## src/rtl/sml_pkg.sv

```systemverilog
`default_nettype none

package sml_pkg;

    localparam int PATTERN_MAX_DEF = 16;
    localparam int REG_BYTES       = 16;
    localparam int LEN_W           = 5;
    localparam int ADDR_W          = 5;
    localparam int DATA_W          = 64;
    localparam logic [15:0] SAT16  = 16'hFFFF;

    localparam logic [1:0] REG_PAT_LO  = 2'd0;
    localparam logic [1:0] REG_PAT_HI  = 2'd1;
    localparam logic [1:0] REG_PAT_LEN = 2'd2;
    localparam logic [1:0] REG_CASE    = 2'd3;

    typedef struct packed {
        logic [7:0] text_byte;
        logic       string_end;
    } text_in_t;

    typedef struct packed {
        logic [15:0] result_slot;
        logic [15:0] start_position;
        logic [15:0] match_count;
    } result_t;

    // pattern laid out against the window: entry j meets window entry j
    typedef struct packed {
        logic [REG_BYTES-1:0][7:0] pat;
        logic [REG_BYTES-1:0]      mask;
        logic [LEN_W-1:0]          len;
        logic                      exact;
    } align_t;

    function automatic logic [7:0] fold(input logic [7:0] c, input logic exact);
        logic [7:0] r;
        r = c;
        if (!exact && c >= 8'h61 && c <= 8'h7A)
        begin
            r = c - 8'h20;
        end
        return r;
    endfunction

    function automatic logic [15:0] sat_inc(input logic [15:0] v);
        return (v == SAT16) ? SAT16 : v + 16'd1;
    endfunction

endpackage

`default_nettype wire

```

## src/rtl/sml_cfg.sv

```systemverilog
`default_nettype none

module sml_cfg #(
    parameter int PATTERN_MAX = sml_pkg::PATTERN_MAX_DEF
) (
    input  wire logic                            clk,
    input  wire logic                            rst_n,
    input  wire logic                            psel,
    input  wire logic                            penable,
    input  wire logic                            pwrite,
    input  wire logic [sml_pkg::ADDR_W-1:0]      paddr,
    input  wire logic [sml_pkg::DATA_W-1:0]      pwdata,
    output logic      [sml_pkg::DATA_W-1:0]      prdata,
    output logic                                 pready,
    output sml_pkg::align_t                      align
);

    localparam int EFF = (PATTERN_MAX < sml_pkg::REG_BYTES) ? PATTERN_MAX
                                                            : sml_pkg::REG_BYTES;

    logic [63:0]                   pat_lo_reg;
    logic [63:0]                   pat_hi_reg;
    logic [sml_pkg::LEN_W-1:0]     pat_len_reg;
    logic                          case_reg;
    sml_pkg::align_t               align_reg;
    sml_pkg::align_t               align_next;
    logic                          wr;
    logic [1:0]                    idx;

    assign pready = 1'b1;
    assign wr     = psel & penable & pwrite;
    assign idx    = paddr[4:3];

    always_ff @(posedge clk or negedge rst_n)
    begin
        if (!rst_n)
        begin
            pat_lo_reg  <= '0;
            pat_hi_reg  <= '0;
            pat_len_reg <= '0;
            case_reg    <= 1'b1;
        end
        else if (wr)
        begin
            unique case (idx)
                sml_pkg::REG_PAT_LO:  pat_lo_reg  <= pwdata;
                sml_pkg::REG_PAT_HI:  pat_hi_reg  <= pwdata;
                sml_pkg::REG_PAT_LEN: pat_len_reg <= pwdata[sml_pkg::LEN_W-1:0];
                sml_pkg::REG_CASE:    case_reg    <= pwdata[0];
                default:              ;
            endcase
        end
    end

    always_comb
    begin
        unique case (idx)
            sml_pkg::REG_PAT_LO:  prdata = pat_lo_reg;
            sml_pkg::REG_PAT_HI:  prdata = pat_hi_reg;
            sml_pkg::REG_PAT_LEN: prdata = {{(sml_pkg::DATA_W-sml_pkg::LEN_W){1'b0}},
                                            pat_len_reg};
            sml_pkg::REG_CASE:    prdata = {{(sml_pkg::DATA_W-1){1'b0}}, case_reg};
            default:              prdata = '0;
        endcase
    end

    // reverse and fold the pattern once, ahead of the byte compare
    always_comb
    begin
        logic [sml_pkg::REG_BYTES-1:0][7:0] pat_all;
        logic [sml_pkg::LEN_W-1:0]          len_eff;
        logic [3:0]                         src;
        pat_all = {pat_hi_reg, pat_lo_reg};
        len_eff = (pat_len_reg > sml_pkg::LEN_W'(EFF)) ? sml_pkg::LEN_W'(EFF) : pat_len_reg;
        align_next       = '0;
        align_next.len   = len_eff;
        align_next.exact = case_reg;
        for (int j = 0; j < EFF; j++)
        begin
            src = 4'(len_eff - sml_pkg::LEN_W'(j) - sml_pkg::LEN_W'(1));
            if (sml_pkg::LEN_W'(j) < len_eff)
            begin
                align_next.pat[j]  = sml_pkg::fold(pat_all[src], case_reg);
                align_next.mask[j] = 1'b1;
            end
        end
    end

    always_ff @(posedge clk or negedge rst_n)
    begin
        if (!rst_n)
        begin
            align_reg <= '0;
        end
        else
        begin
            align_reg <= align_next;
        end
    end

    assign align = align_reg;

endmodule

`default_nettype wire

```

## src/rtl/sml_cmp.sv

```systemverilog
`default_nettype none

module sml_cmp #(
    parameter int PATTERN_MAX = sml_pkg::PATTERN_MAX_DEF
) (
    input  wire logic             clk,
    input  wire logic             rst_n,
    input  wire logic             step,
    input  wire sml_pkg::text_in_t text,
    input  wire sml_pkg::align_t  align,
    output logic                  bytes_equal
);

    localparam int EFF = (PATTERN_MAX < sml_pkg::REG_BYTES) ? PATTERN_MAX
                                                            : sml_pkg::REG_BYTES;

    // entry 0 is the newest byte
    logic [EFF-1:0][7:0] window_reg;
    logic [EFF-1:0][7:0] window_next;

    always_comb
    begin
        window_next[0] = text.text_byte;
        for (int j = 1; j < EFF; j++)
        begin
            window_next[j] = window_reg[j-1];
        end
    end

    always_comb
    begin
        bytes_equal = 1'b1;
        for (int j = 0; j < EFF; j++)
        begin
            if (align.mask[j] &&
                sml_pkg::fold(window_next[j], align.exact) != align.pat[j])
            begin
                bytes_equal = 1'b0;
            end
        end
    end

    always_ff @(posedge clk or negedge rst_n)
    begin
        if (!rst_n)
        begin
            window_reg <= '0;
        end
        else if (step)
        begin
            window_reg <= text.string_end ? '0 : window_next;
        end
    end

endmodule

`default_nettype wire

```

## src/rtl/sml_ctr.sv

```systemverilog
`default_nettype none

module sml_ctr (
    input  wire logic                          clk,
    input  wire logic                          rst_n,
    input  wire logic                          step,
    input  wire logic                          string_end,
    input  wire logic                          bytes_equal,
    input  wire logic [sml_pkg::LEN_W-1:0]     len,
    output logic                               hit,
    output sml_pkg::result_t                   result
);

    logic [15:0] pos_reg;
    logic        has_match_reg;
    logic [15:0] count_reg;
    logic [15:0] slots_reg;
    logic [15:0] cur_slot_reg;

    assign hit = bytes_equal &&
                 ({1'b0, pos_reg} + 17'd1 >= {{(17-sml_pkg::LEN_W){1'b0}}, len});

    always_comb
    begin
        result.result_slot = has_match_reg ? cur_slot_reg : slots_reg;
        result.match_count = sml_pkg::sat_inc(count_reg);
        if (len == '0)
        begin
            result.start_position = pos_reg;
        end
        else if (pos_reg == sml_pkg::SAT16)
        begin
            result.start_position = sml_pkg::SAT16;
        end
        else
        begin
            result.start_position = pos_reg + 16'd1 - {{(16-sml_pkg::LEN_W){1'b0}}, len};
        end
    end

    always_ff @(posedge clk or negedge rst_n)
    begin
        if (!rst_n)
        begin
            pos_reg       <= '0;
            has_match_reg <= 1'b0;
            count_reg     <= '0;
            slots_reg     <= '0;
            cur_slot_reg  <= '0;
        end
        else if (step)
        begin
            if (hit && !has_match_reg)
            begin
                cur_slot_reg <= slots_reg;
                slots_reg    <= sml_pkg::sat_inc(slots_reg);
            end
            if (string_end)
            begin
                pos_reg       <= '0;
                has_match_reg <= 1'b0;
                count_reg     <= '0;
            end
            else
            begin
                pos_reg <= sml_pkg::sat_inc(pos_reg);
                if (hit)
                begin
                    has_match_reg <= 1'b1;
                    count_reg     <= sml_pkg::sat_inc(count_reg);
                end
            end
        end
    end

endmodule

`default_nettype wire

```

## src/rtl/substring_match_locator.sv

```systemverilog
// Substring match locator.
// Text channel: text_valid / text_stall carry one byte per transfer with a
// string_end flag on the last byte of each string. Result channel:
// result_valid / result_stall carry slot, start position and running count
// of each match, at most one result per text byte.
// The pattern, its length and the case mode are written through the APB
// port (64-bit registers at byte addresses 0, 8, 16, 24); the user must
// write them only while the block is idle, as the block does not enforce
// this. pready is always high. An accepted byte is held in the input
// register, and its result is registered once the result register can advance.
// Throughput: one byte per cycle while no result is stalled; the window
// compare is a single parallel stage between the input register and the
// result register. Reset clears the window, all counters and the registers
// (case_reg comes up as exact compare); no clearing pass is needed.
// While result_stall holds a result, one more byte is taken into the input
// register, after which text_stall rises until the result is taken.
`default_nettype none

module substring_match_locator #(
    parameter int PATTERN_MAX = sml_pkg::PATTERN_MAX_DEF
) (
    input  wire logic                          clk,
    input  wire logic                          rst_n,
    input  wire logic                          psel,
    input  wire logic                          penable,
    input  wire logic                          pwrite,
    input  wire logic [sml_pkg::ADDR_W-1:0]    paddr,
    input  wire logic [sml_pkg::DATA_W-1:0]    pwdata,
    output logic      [sml_pkg::DATA_W-1:0]    prdata,
    output logic                               pready,
    input  wire logic                          text_valid,
    output logic                               text_stall,
    input  wire sml_pkg::text_in_t             text,
    output logic                               result_valid,
    input  wire logic                          result_stall,
    output sml_pkg::result_t                   result
);

    sml_pkg::align_t    align;
    logic               in_valid_reg;
    logic               in_valid_next;
    sml_pkg::text_in_t  in_data_reg;
    logic               out_valid_reg;
    logic               out_valid_next;
    sml_pkg::result_t   out_data_reg;
    sml_pkg::result_t   res;
    logic               advance;
    logic               step;
    logic               accept;
    logic               bytes_equal;
    logic               hit;

    assign advance    = !out_valid_reg || !result_stall;
    assign step       = in_valid_reg && advance;
    assign text_stall = in_valid_reg && !advance;
    assign accept     = text_valid && !text_stall;

    sml_cfg #(
        .PATTERN_MAX (PATTERN_MAX)
    ) u_cfg (
        .clk     (clk),
        .rst_n   (rst_n),
        .psel    (psel),
        .penable (penable),
        .pwrite  (pwrite),
        .paddr   (paddr),
        .pwdata  (pwdata),
        .prdata  (prdata),
        .pready  (pready),
        .align   (align)
    );

    sml_cmp #(
        .PATTERN_MAX (PATTERN_MAX)
    ) u_cmp (
        .clk         (clk),
        .rst_n       (rst_n),
        .step        (step),
        .text        (in_data_reg),
        .align       (align),
        .bytes_equal (bytes_equal)
    );

    sml_ctr u_ctr (
        .clk         (clk),
        .rst_n       (rst_n),
        .step        (step),
        .string_end  (in_data_reg.string_end),
        .bytes_equal (bytes_equal),
        .len         (align.len),
        .hit         (hit),
        .result      (res)
    );

    always_comb
    begin
        if (accept)
        begin
            in_valid_next = 1'b1;
        end
        else if (advance)
        begin
            in_valid_next = 1'b0;
        end
        else
        begin
            in_valid_next = in_valid_reg;
        end
        out_valid_next = advance ? (step && hit) : out_valid_reg;
    end

    always_ff @(posedge clk or negedge rst_n)
    begin
        if (!rst_n)
        begin
            in_valid_reg  <= 1'b0;
            out_valid_reg <= 1'b0;
        end
        else
        begin
            in_valid_reg  <= in_valid_next;
            out_valid_reg <= out_valid_next;
        end
    end

    always_ff @(posedge clk)
    begin
        if (accept)
        begin
            in_data_reg <= text;
        end
        if (step && hit)
        begin
            out_data_reg <= res;
        end
    end

    assign result_valid = out_valid_reg;
    assign result       = out_data_reg;

endmodule

`default_nettype wire

```

## config.mk

```make
export PLATFORM = sky130hd
export DESIGN_NAME = substring_match_locator
export DESIGN_NICKNAME = d
export VERILOG_FILES = /design/src/rtl/sml_pkg.sv /design/src/rtl/sml_cfg.sv /design/src/rtl/sml_cmp.sv /design/src/rtl/sml_ctr.sv /design/src/rtl/substring_match_locator.sv
export SDC_FILE = /design/constraint.sdc
export NUM_CORES = 1
export LEC_CHECK = 0
export BUFFER_PORTS_ARGS = -buffer_cell sky130_fd_sc_hd__buf_2
export CAP_MARGIN = 20
export CORE_MARGIN = 5
export CORE_UTILIZATION = 45
export DETAILED_ROUTE_END_ITERATION = 12
export HOLD_SLACK_MARGIN = 0.02
export PLACE_DENSITY_LB_ADDON = 0.08
export REMOVE_ABC_BUFFERS = 1
export SYNTH_ARGS = -nofsm -noshare
export SYNTH_HDL_FRONTEND = slang
export SYNTH_SLANG_ARGS = --single-unit
export TNS_END_PERCENT = 50
```

## constraint.sdc

```tcl
create_clock -name clk -period 12.9 [get_ports clk]
set_input_delay 0.645 -clock clk [delete_from_list [all_inputs] [get_ports clk]]
set_output_delay 0.645 -clock clk [all_outputs]
set_load 0.005 [all_outputs]
```

==> results of run 1 <==
## cells in the mapped netlist, types with 48 or more instances
cell / number / area, µm²
dfrtp_1: 469 / 11700
mux2i_1: 358 / 3580
nand2_1: 344 / 1290
nor2_1: 172 / 646
mux2_2: 162 / 1820
mux4_2: 113 / 2540
clkbuf_1: 106 / 398
xnor2_1: 104 / 911
inv_1: 97 / 364
a21oi_1: 95 / 475
nand3b_1: 90 / 676
and2_1: 85 / 532
nor3_1: 67 / 335
edfxtp_1: 57 / 1710
xor2_1: 56 / 490
nand3_1: 54 / 270
o21ai_0: 52 / 260
ha_1: 48 / 601
## routing by layer
metal,up-vias,global-route usage (%),share of wire [%],wire [µm]
met1,12100,33.0,44,41500
met4,0,10.0,5.1,4780
met5,-,0,0,0
li1,11100,-,-,-
met2,722,38.2,46,43400
met3,182,3.20,4.7,4430
## stage by stage
step	setup WS (ns)	cells	utilization (%)	instance area, µm²
floorplan	4.54	2824	-	31400
global placement	7.89	4004	47.7	33900
detailed placement	7.81	4006	47.7	34000
CTS	7.79	4115	50.6	36000
global route	7.40	4118	50.7	36000
finish	7.76	4118	50.7	36000
## path summary, 6_finish.rpt
| kind | start | end | slack, ns | cells past startpoint |
|---|---|---|---|---|
| max in group asynchronous | rst_n | u_cmp.window_next[31]$_DFFE_PN0P_ | 10.70 | 3 |
| min in group clk | text[4] | in_data_reg[4]$_DFFE_PP_ | 0.19 | 1 |
| min | rst_n | u_ctr.pos_reg[8]$_DFFE_PN0P_ | 0.06 | 1 |
| min reg2reg | u_ctr.cur_slot_reg[1]$_DFFE_PN0P_ | u_ctr.cur_slot_reg[1]$_DFFE_PN0P_ | 0.48 | 1 |
| max reg2reg | u_cfg.pat_len_reg[4]$_DFFE_PN0P_ | u_cfg.align[140]$_DFF_PN0_ | 7.76 | 13 |
| max | u_cfg.pat_len_reg[4]$_DFFE_PN0P_ | u_cfg.align[140]$_DFF_PN0_ | 7.76 | 13 |
## power groups by stage
stage / Clock (W) / Combinational (W) / Sequential, W
global route: 0.00186 / 0.00359 / 0.00234
global placement: 0 / 0.00323 / 0.00231
finish: 0.00175 / 0.00335 / 0.00230
CTS: 0.00180 / 0.00330 / 0.00230
floorplan: 0 / 0.00225 / 0.00220
detailed placement: 0 / 0.00329 / 0.00233
## cell type report
cell class / instances / area (µm²) / share of cell area (%)
multi-input cells: 2193 / 17600 / 48.9
repair buffers: 235 / 1330 / 3.69
clock buffers: 73 / 1620 / 4.49
inverters: 104 / 395 / 1.10
well taps: 950 / 1190 / 3.30
clock inverters: 36 / 422 / 1.17
flip-flops and latches: 527 / 13500 / 37.4
## critical path, stage by stage (launching register included)
cell	delay [ns]
dfrtp_1	0.36
buf_4	0.33
nand2b_4	0.47
buf_4	0.65
ha_1	0.55
buf_4	0.44
mux4_2	0.58
mux2i_1	0.34
mux2i_1	0.30
or3_1	0.40
nor3_1	0.13
nor3_1	0.10
mux2i_1	0.13
and2_1	0.17
## logic make-up (layout without fill, tap and decap cells)
logic type / count (synthesis) / after routing / synth area share, %
simple gates: 972 / 972 / 15.3
mux: 655 / 655 / 25.5
flops: 527 / 527 / 42.0
compound gates: 353 / 353 / 7.38
buf+inv: 265 / 448 / 3.39
xor+xnor: 163 / 163 / 4.53
fa+ha+maj: 49 / 49 / 1.93
other cells: 1 / 1 / 0.0117
==> impl_metrics.json, run 1 <==
{
  "vias": 24100,
  "cts_resized": 0,
  "period_share_pct": 39.9,
  "start_util_pct": 45.2,
  "grt_usage_pct": 23.9,
  "grt_max_degree": 140,
  "vdd_drop_max_v": 0.000128,
  "insertedDiodeCount": 0,
  "drcViolationCount": 0,
  "clock-sinks": 527,
  "synthDistinctLibCells": 90,
  "power.density_nw_per_um2": 205,
  "largest_reg_flops": 149,
  "cp_max_fo": 44,
  "worst_slew_pin_slew_ns": 1.24,
  "die_w_um": 277,
  "critPathArrivalTime_ns": 5.63,
  "grt_pass1_wl_mm": 147,
  "drive_gt1_share_pct": 20.6,
  "clock_path_buffers": 3,
  "cts_setup_buffers": 0,
  "p_leak_nw": 16.5,
  "postCtsHoldBufs": 0,
  "drt_wl_total_mm": 94.1,
  "worstSkewPairLatency_ns": 0.63,
  "die_area_um2": 76800,
  "routed_via_density": 5.86,
  "fp-row-count": 98,
  "design.core.area_um2": 71100,
  "ys_seq_elements": 527,
  "synth-edff-count": 57,
  "drtAntennaViolNets": 0,
  "cts_buffers": 58,
  "syn_avg_cell_area_um2": 10.8,
  "wire_per_inst_um": 22.9,
  "layout_common_cells": "dfrtp_1, mux2i_1, nand2_1",
  "end_kind": "flip-flop",
  "drtPass1Iterations": 5,
  "num-fill-cells": 6458,
  "clockPowerShare_pct": 23.6,
  "relSlewSlack_pct": 17.0,
  "drt_iter0_drc": 2107,
  "synth_ff_type": "dfrtp_1",
  "skew_ns": 0.0301,
  "h-tree-depth": 2,
  "maxCapViolCount": 0,
  "startpoint_type": "flip-flop",
  "synth_area_um2": 32100,
  "min_path_type": "input pin to asynchronous set/reset pin",
  "crit_type": "flip-flop to flip-flop",
  "fp.dieH_um": 277,
  "ys_seq_area_share_pct": 42.0,
  "hold_viol": 0,
  "finalSetupViolCount": 0,
  "cts-root-buf": "clkbuf_16",
  "grt_antenna_before_repair": 0,
  "netlist_instances": 2985,
  "grt_pass1_vias": 24100,
  "total_power_w": 0.00740,
  "clk_pin_slew_ns": 0.06,
  "max_freq_mhz": 195,
  "power_frac_seq_pct": 31.1,
  "p_sw_share_pct": 40.9,
  "p_comb_share_pct": 45.3,
  "async_flop_share_pct": 89.2,
  "area_delta_synth_final_pct": 12.2,
  "cts_tree": "built",
  "tns_ns": 0,
  "post-dp-hpwl_mm": 70.3,
  "yosys_warnings": 0,
  "gp_congestion": 0.997,
  "grt-ovfl-total": 0,
  "slew_violations": 0,
  "fin_nets": 3253,
  "port_buffers": 195,
  "switching_power_w": 0.00302,
  "required_ns": 13.39,
  "rsz0062_at_grt": "false",
  "status": "completed",
  "fin_crit_ns": 5.14,
  "io_pins": 200,
  "internal-power_w": 0.00437,
  "final_common_cell": "dfrtp_1",
  "timing.hold.ws_ns": 0.0612
}
(Power assumes the default switching activity.)
==> run 2, diff against run 1 <==
Clock period 12.9 ns to 4.5 ns, I/O delays scaled along.
==> impl_metrics.json, run 2 (synthesis gave the netlist of run 1 again) <==
{
  "cts_tree": "built",
  "switching_power_w": 0.00881,
  "vias": 24500,
  "p_leak_nw": 17.1,
  "worstSkewPairLatency_ns": 0.65,
  "hold_depth": 4,
  "tns_ns": 0,
  "port_buffers": 195,
  "startpoint_type": "flip-flop",
  "clockPowerShare_pct": 23.7,
  "slew_violations": 0,
  "cp_max_fo": 16,
  "fin_nets": 3361,
  "clock-sinks": 527,
  "cts_setup_buffers": 0,
  "final_common_cell": "dfrtp_1",
  "cts_buffers": 59,
  "clk_pin_slew_ns": 0.06,
  "h-tree-depth": 2,
  "period_share_pct": 94.3,
  "required_ns": 4.83,
  "drt_wl_total_mm": 96.8,
  "multiInputGateArea_um2": 17600,
  "insertedDiodeCount": 0,
  "fp-row-count": 98,
  "grt_usage_pct": 24.7,
  "total_power_w": 0.0216,
  "drtAntennaViolNets": 0,
  "status": "completed",
  "power.density_nw_per_um2": 582,
  "vdd_drop_max_v": 0.000404,
  "grt_pass1_wl_mm": 150,
  "p_comb_share_pct": 45.8,
  "num-fill-cells": 6390,
  "design.core.area_um2": 71100,
  "reg2reg_depth": 11,
  "worst_slew_pin_slew_ns": 0.967,
  "grt_antenna_before_repair": 1,
  "routed_via_density": 5.79,
  "timing.hold.ws_ns": 0.202,
  "wire_per_inst_um": 22.9,
  "grt-ovfl-total": 0,
  "internal-power_w": 0.0128,
  "skew_ns": 0.0233,
  "dpl.cell_count": 4039,
  "min_path_type": "input pin to flip-flop",
  "drt_iter0_drc": 1797,
  "power_frac_seq_pct": 30.5,
  "end_kind": "flip-flop",
  "post-dp-hpwl_mm": 73.0,
  "die_area_um2": 76800,
  "die_w_um": 277,
  "crit_type": "flip-flop to flip-flop",
  "drtPass1Iterations": 5,
  "fp.dieH_um": 277,
  "start_util_pct": 45.2,
  "p_sw_share_pct": 40.7,
  "area_delta_synth_final_pct": 15.8,
  "maxCapViolCount": 0,
  "fin_crit_ns": 4.24,
  "max_freq_mhz": 236,
  "stdcell_count": 4224,
  "regArea_um2": 13500,
  "finalSetupViolCount": 0,
  "largest_reg_flops": 149,
  "io_pins": 200,
  "relSlewSlack_pct": 35.6,
  "cts-root-buf": "clkbuf_16",
  "rsz0062_at_grt": "false",
  "hold_viol": 0,
  "layout_common_cells": "dfrtp_1, mux2i_1, nand2_1",
  "drcViolationCount": 0,
  "drive_gt1_share_pct": 20.9,
  "critPathArrivalTime_ns": 4.57,
  "gp_congestion": 1.04,
  "grt_max_degree": 112,
  "grt_pass1_vias": 24400,
  "clock_path_buffers": 3
}
## run 2: area by class of cell
cell class | count | area share, %
repair buffers | 342 | 6.41
clock buffers | 85 | 4.95
flip-flops and latches | 527 | 36.2
inverters | 104 | 1.06
clock inverters | 23 | 0.764
well taps | 950 | 3.20
multi-input cells | 2193 | 47.4
## run 2: repair_timing
action | 4_1_cts | 5_1_grt
hold endpoints to repair | 250 | 0
gates resized for setup | 0 | 0
hold buffers | 77 | 0
## run 2: power groups by stage
stage | clock [W] | sequential, W | combinational [W]
6_report | 0.00513 | 0.00660 | 0.00990
3_3_place_gp | 0 | 0.00663 | 0.00955
2_1_floorplan | 0 | 0.00630 | 0.00646
5_1_grt | 0.00546 | 0.00670 | 0.0106
3_5_place_dp | 0 | 0.00667 | 0.00971
4_1_cts | 0.00526 | 0.00658 | 0.00979
## run 2: layer usage
metal	GRT usage [%]	vias to the layer above	share of wire, %	wire length (µm)
li1	-	11300	-	-
met1	34.8	12400	45	43600
met2	40.3	634	47	45700
met3	2.71	140	4.1	4010
met4	8.09	0	3.6	3500
met5	0	-	0	0
## run 2: path summary, 6_finish.rpt
check                           slack [ns]                               from                                 to
min in group asynchronous             0.25                              rst_n       u_ctr.pos_reg[5]$_DFFE_PN0P_
max in group asynchronous             3.05                              rst_n   u_cfg.pat_lo_reg[55]$_DFFE_PN0P_
worst max register to register        0.26       u_ctr.pos_reg[0]$_DFFE_PN0P_                result[7]$_DFFE_PP_
worst min register to register        0.48  u_ctr.cur_slot_reg[3]$_DFFE_PN0P_  u_ctr.cur_slot_reg[3]$_DFFE_PN0P_
worst min-delay path                  0.20                            penable         u_cfg.case_reg$_DFFE_PN1P_
worst max-delay path                  0.26       u_ctr.pos_reg[0]$_DFFE_PN0P_                result[7]$_DFFE_PP_
## run 2: through the flow
step / area (µm²) / utilization (%) / setup WS (ns)
global route: 37200 / 52.3 / 0.00772
global placement: 34300 / 48.2 / 0.287
CTS: 37200 / 52.3 / 0.205
floorplan: 31400 / - / -3.86
finish: 37200 / 52.3 / 0.259
detailed placement: 34300 / 48.2 / 0.239
## run 2: critical path, cell delays in order, from the launching register on
cell and delay, ns:
dfrtp_1 0.46, ha_1 0.38, nand2_1 0.12, nor3_1 0.35, a31oi_1 0.22, or4_1 0.57, o21ai_0 0.36, o211ai_1 0.36
or3_4 0.47, or2_1 0.29, inv_2 0.11, buf_4 0.24
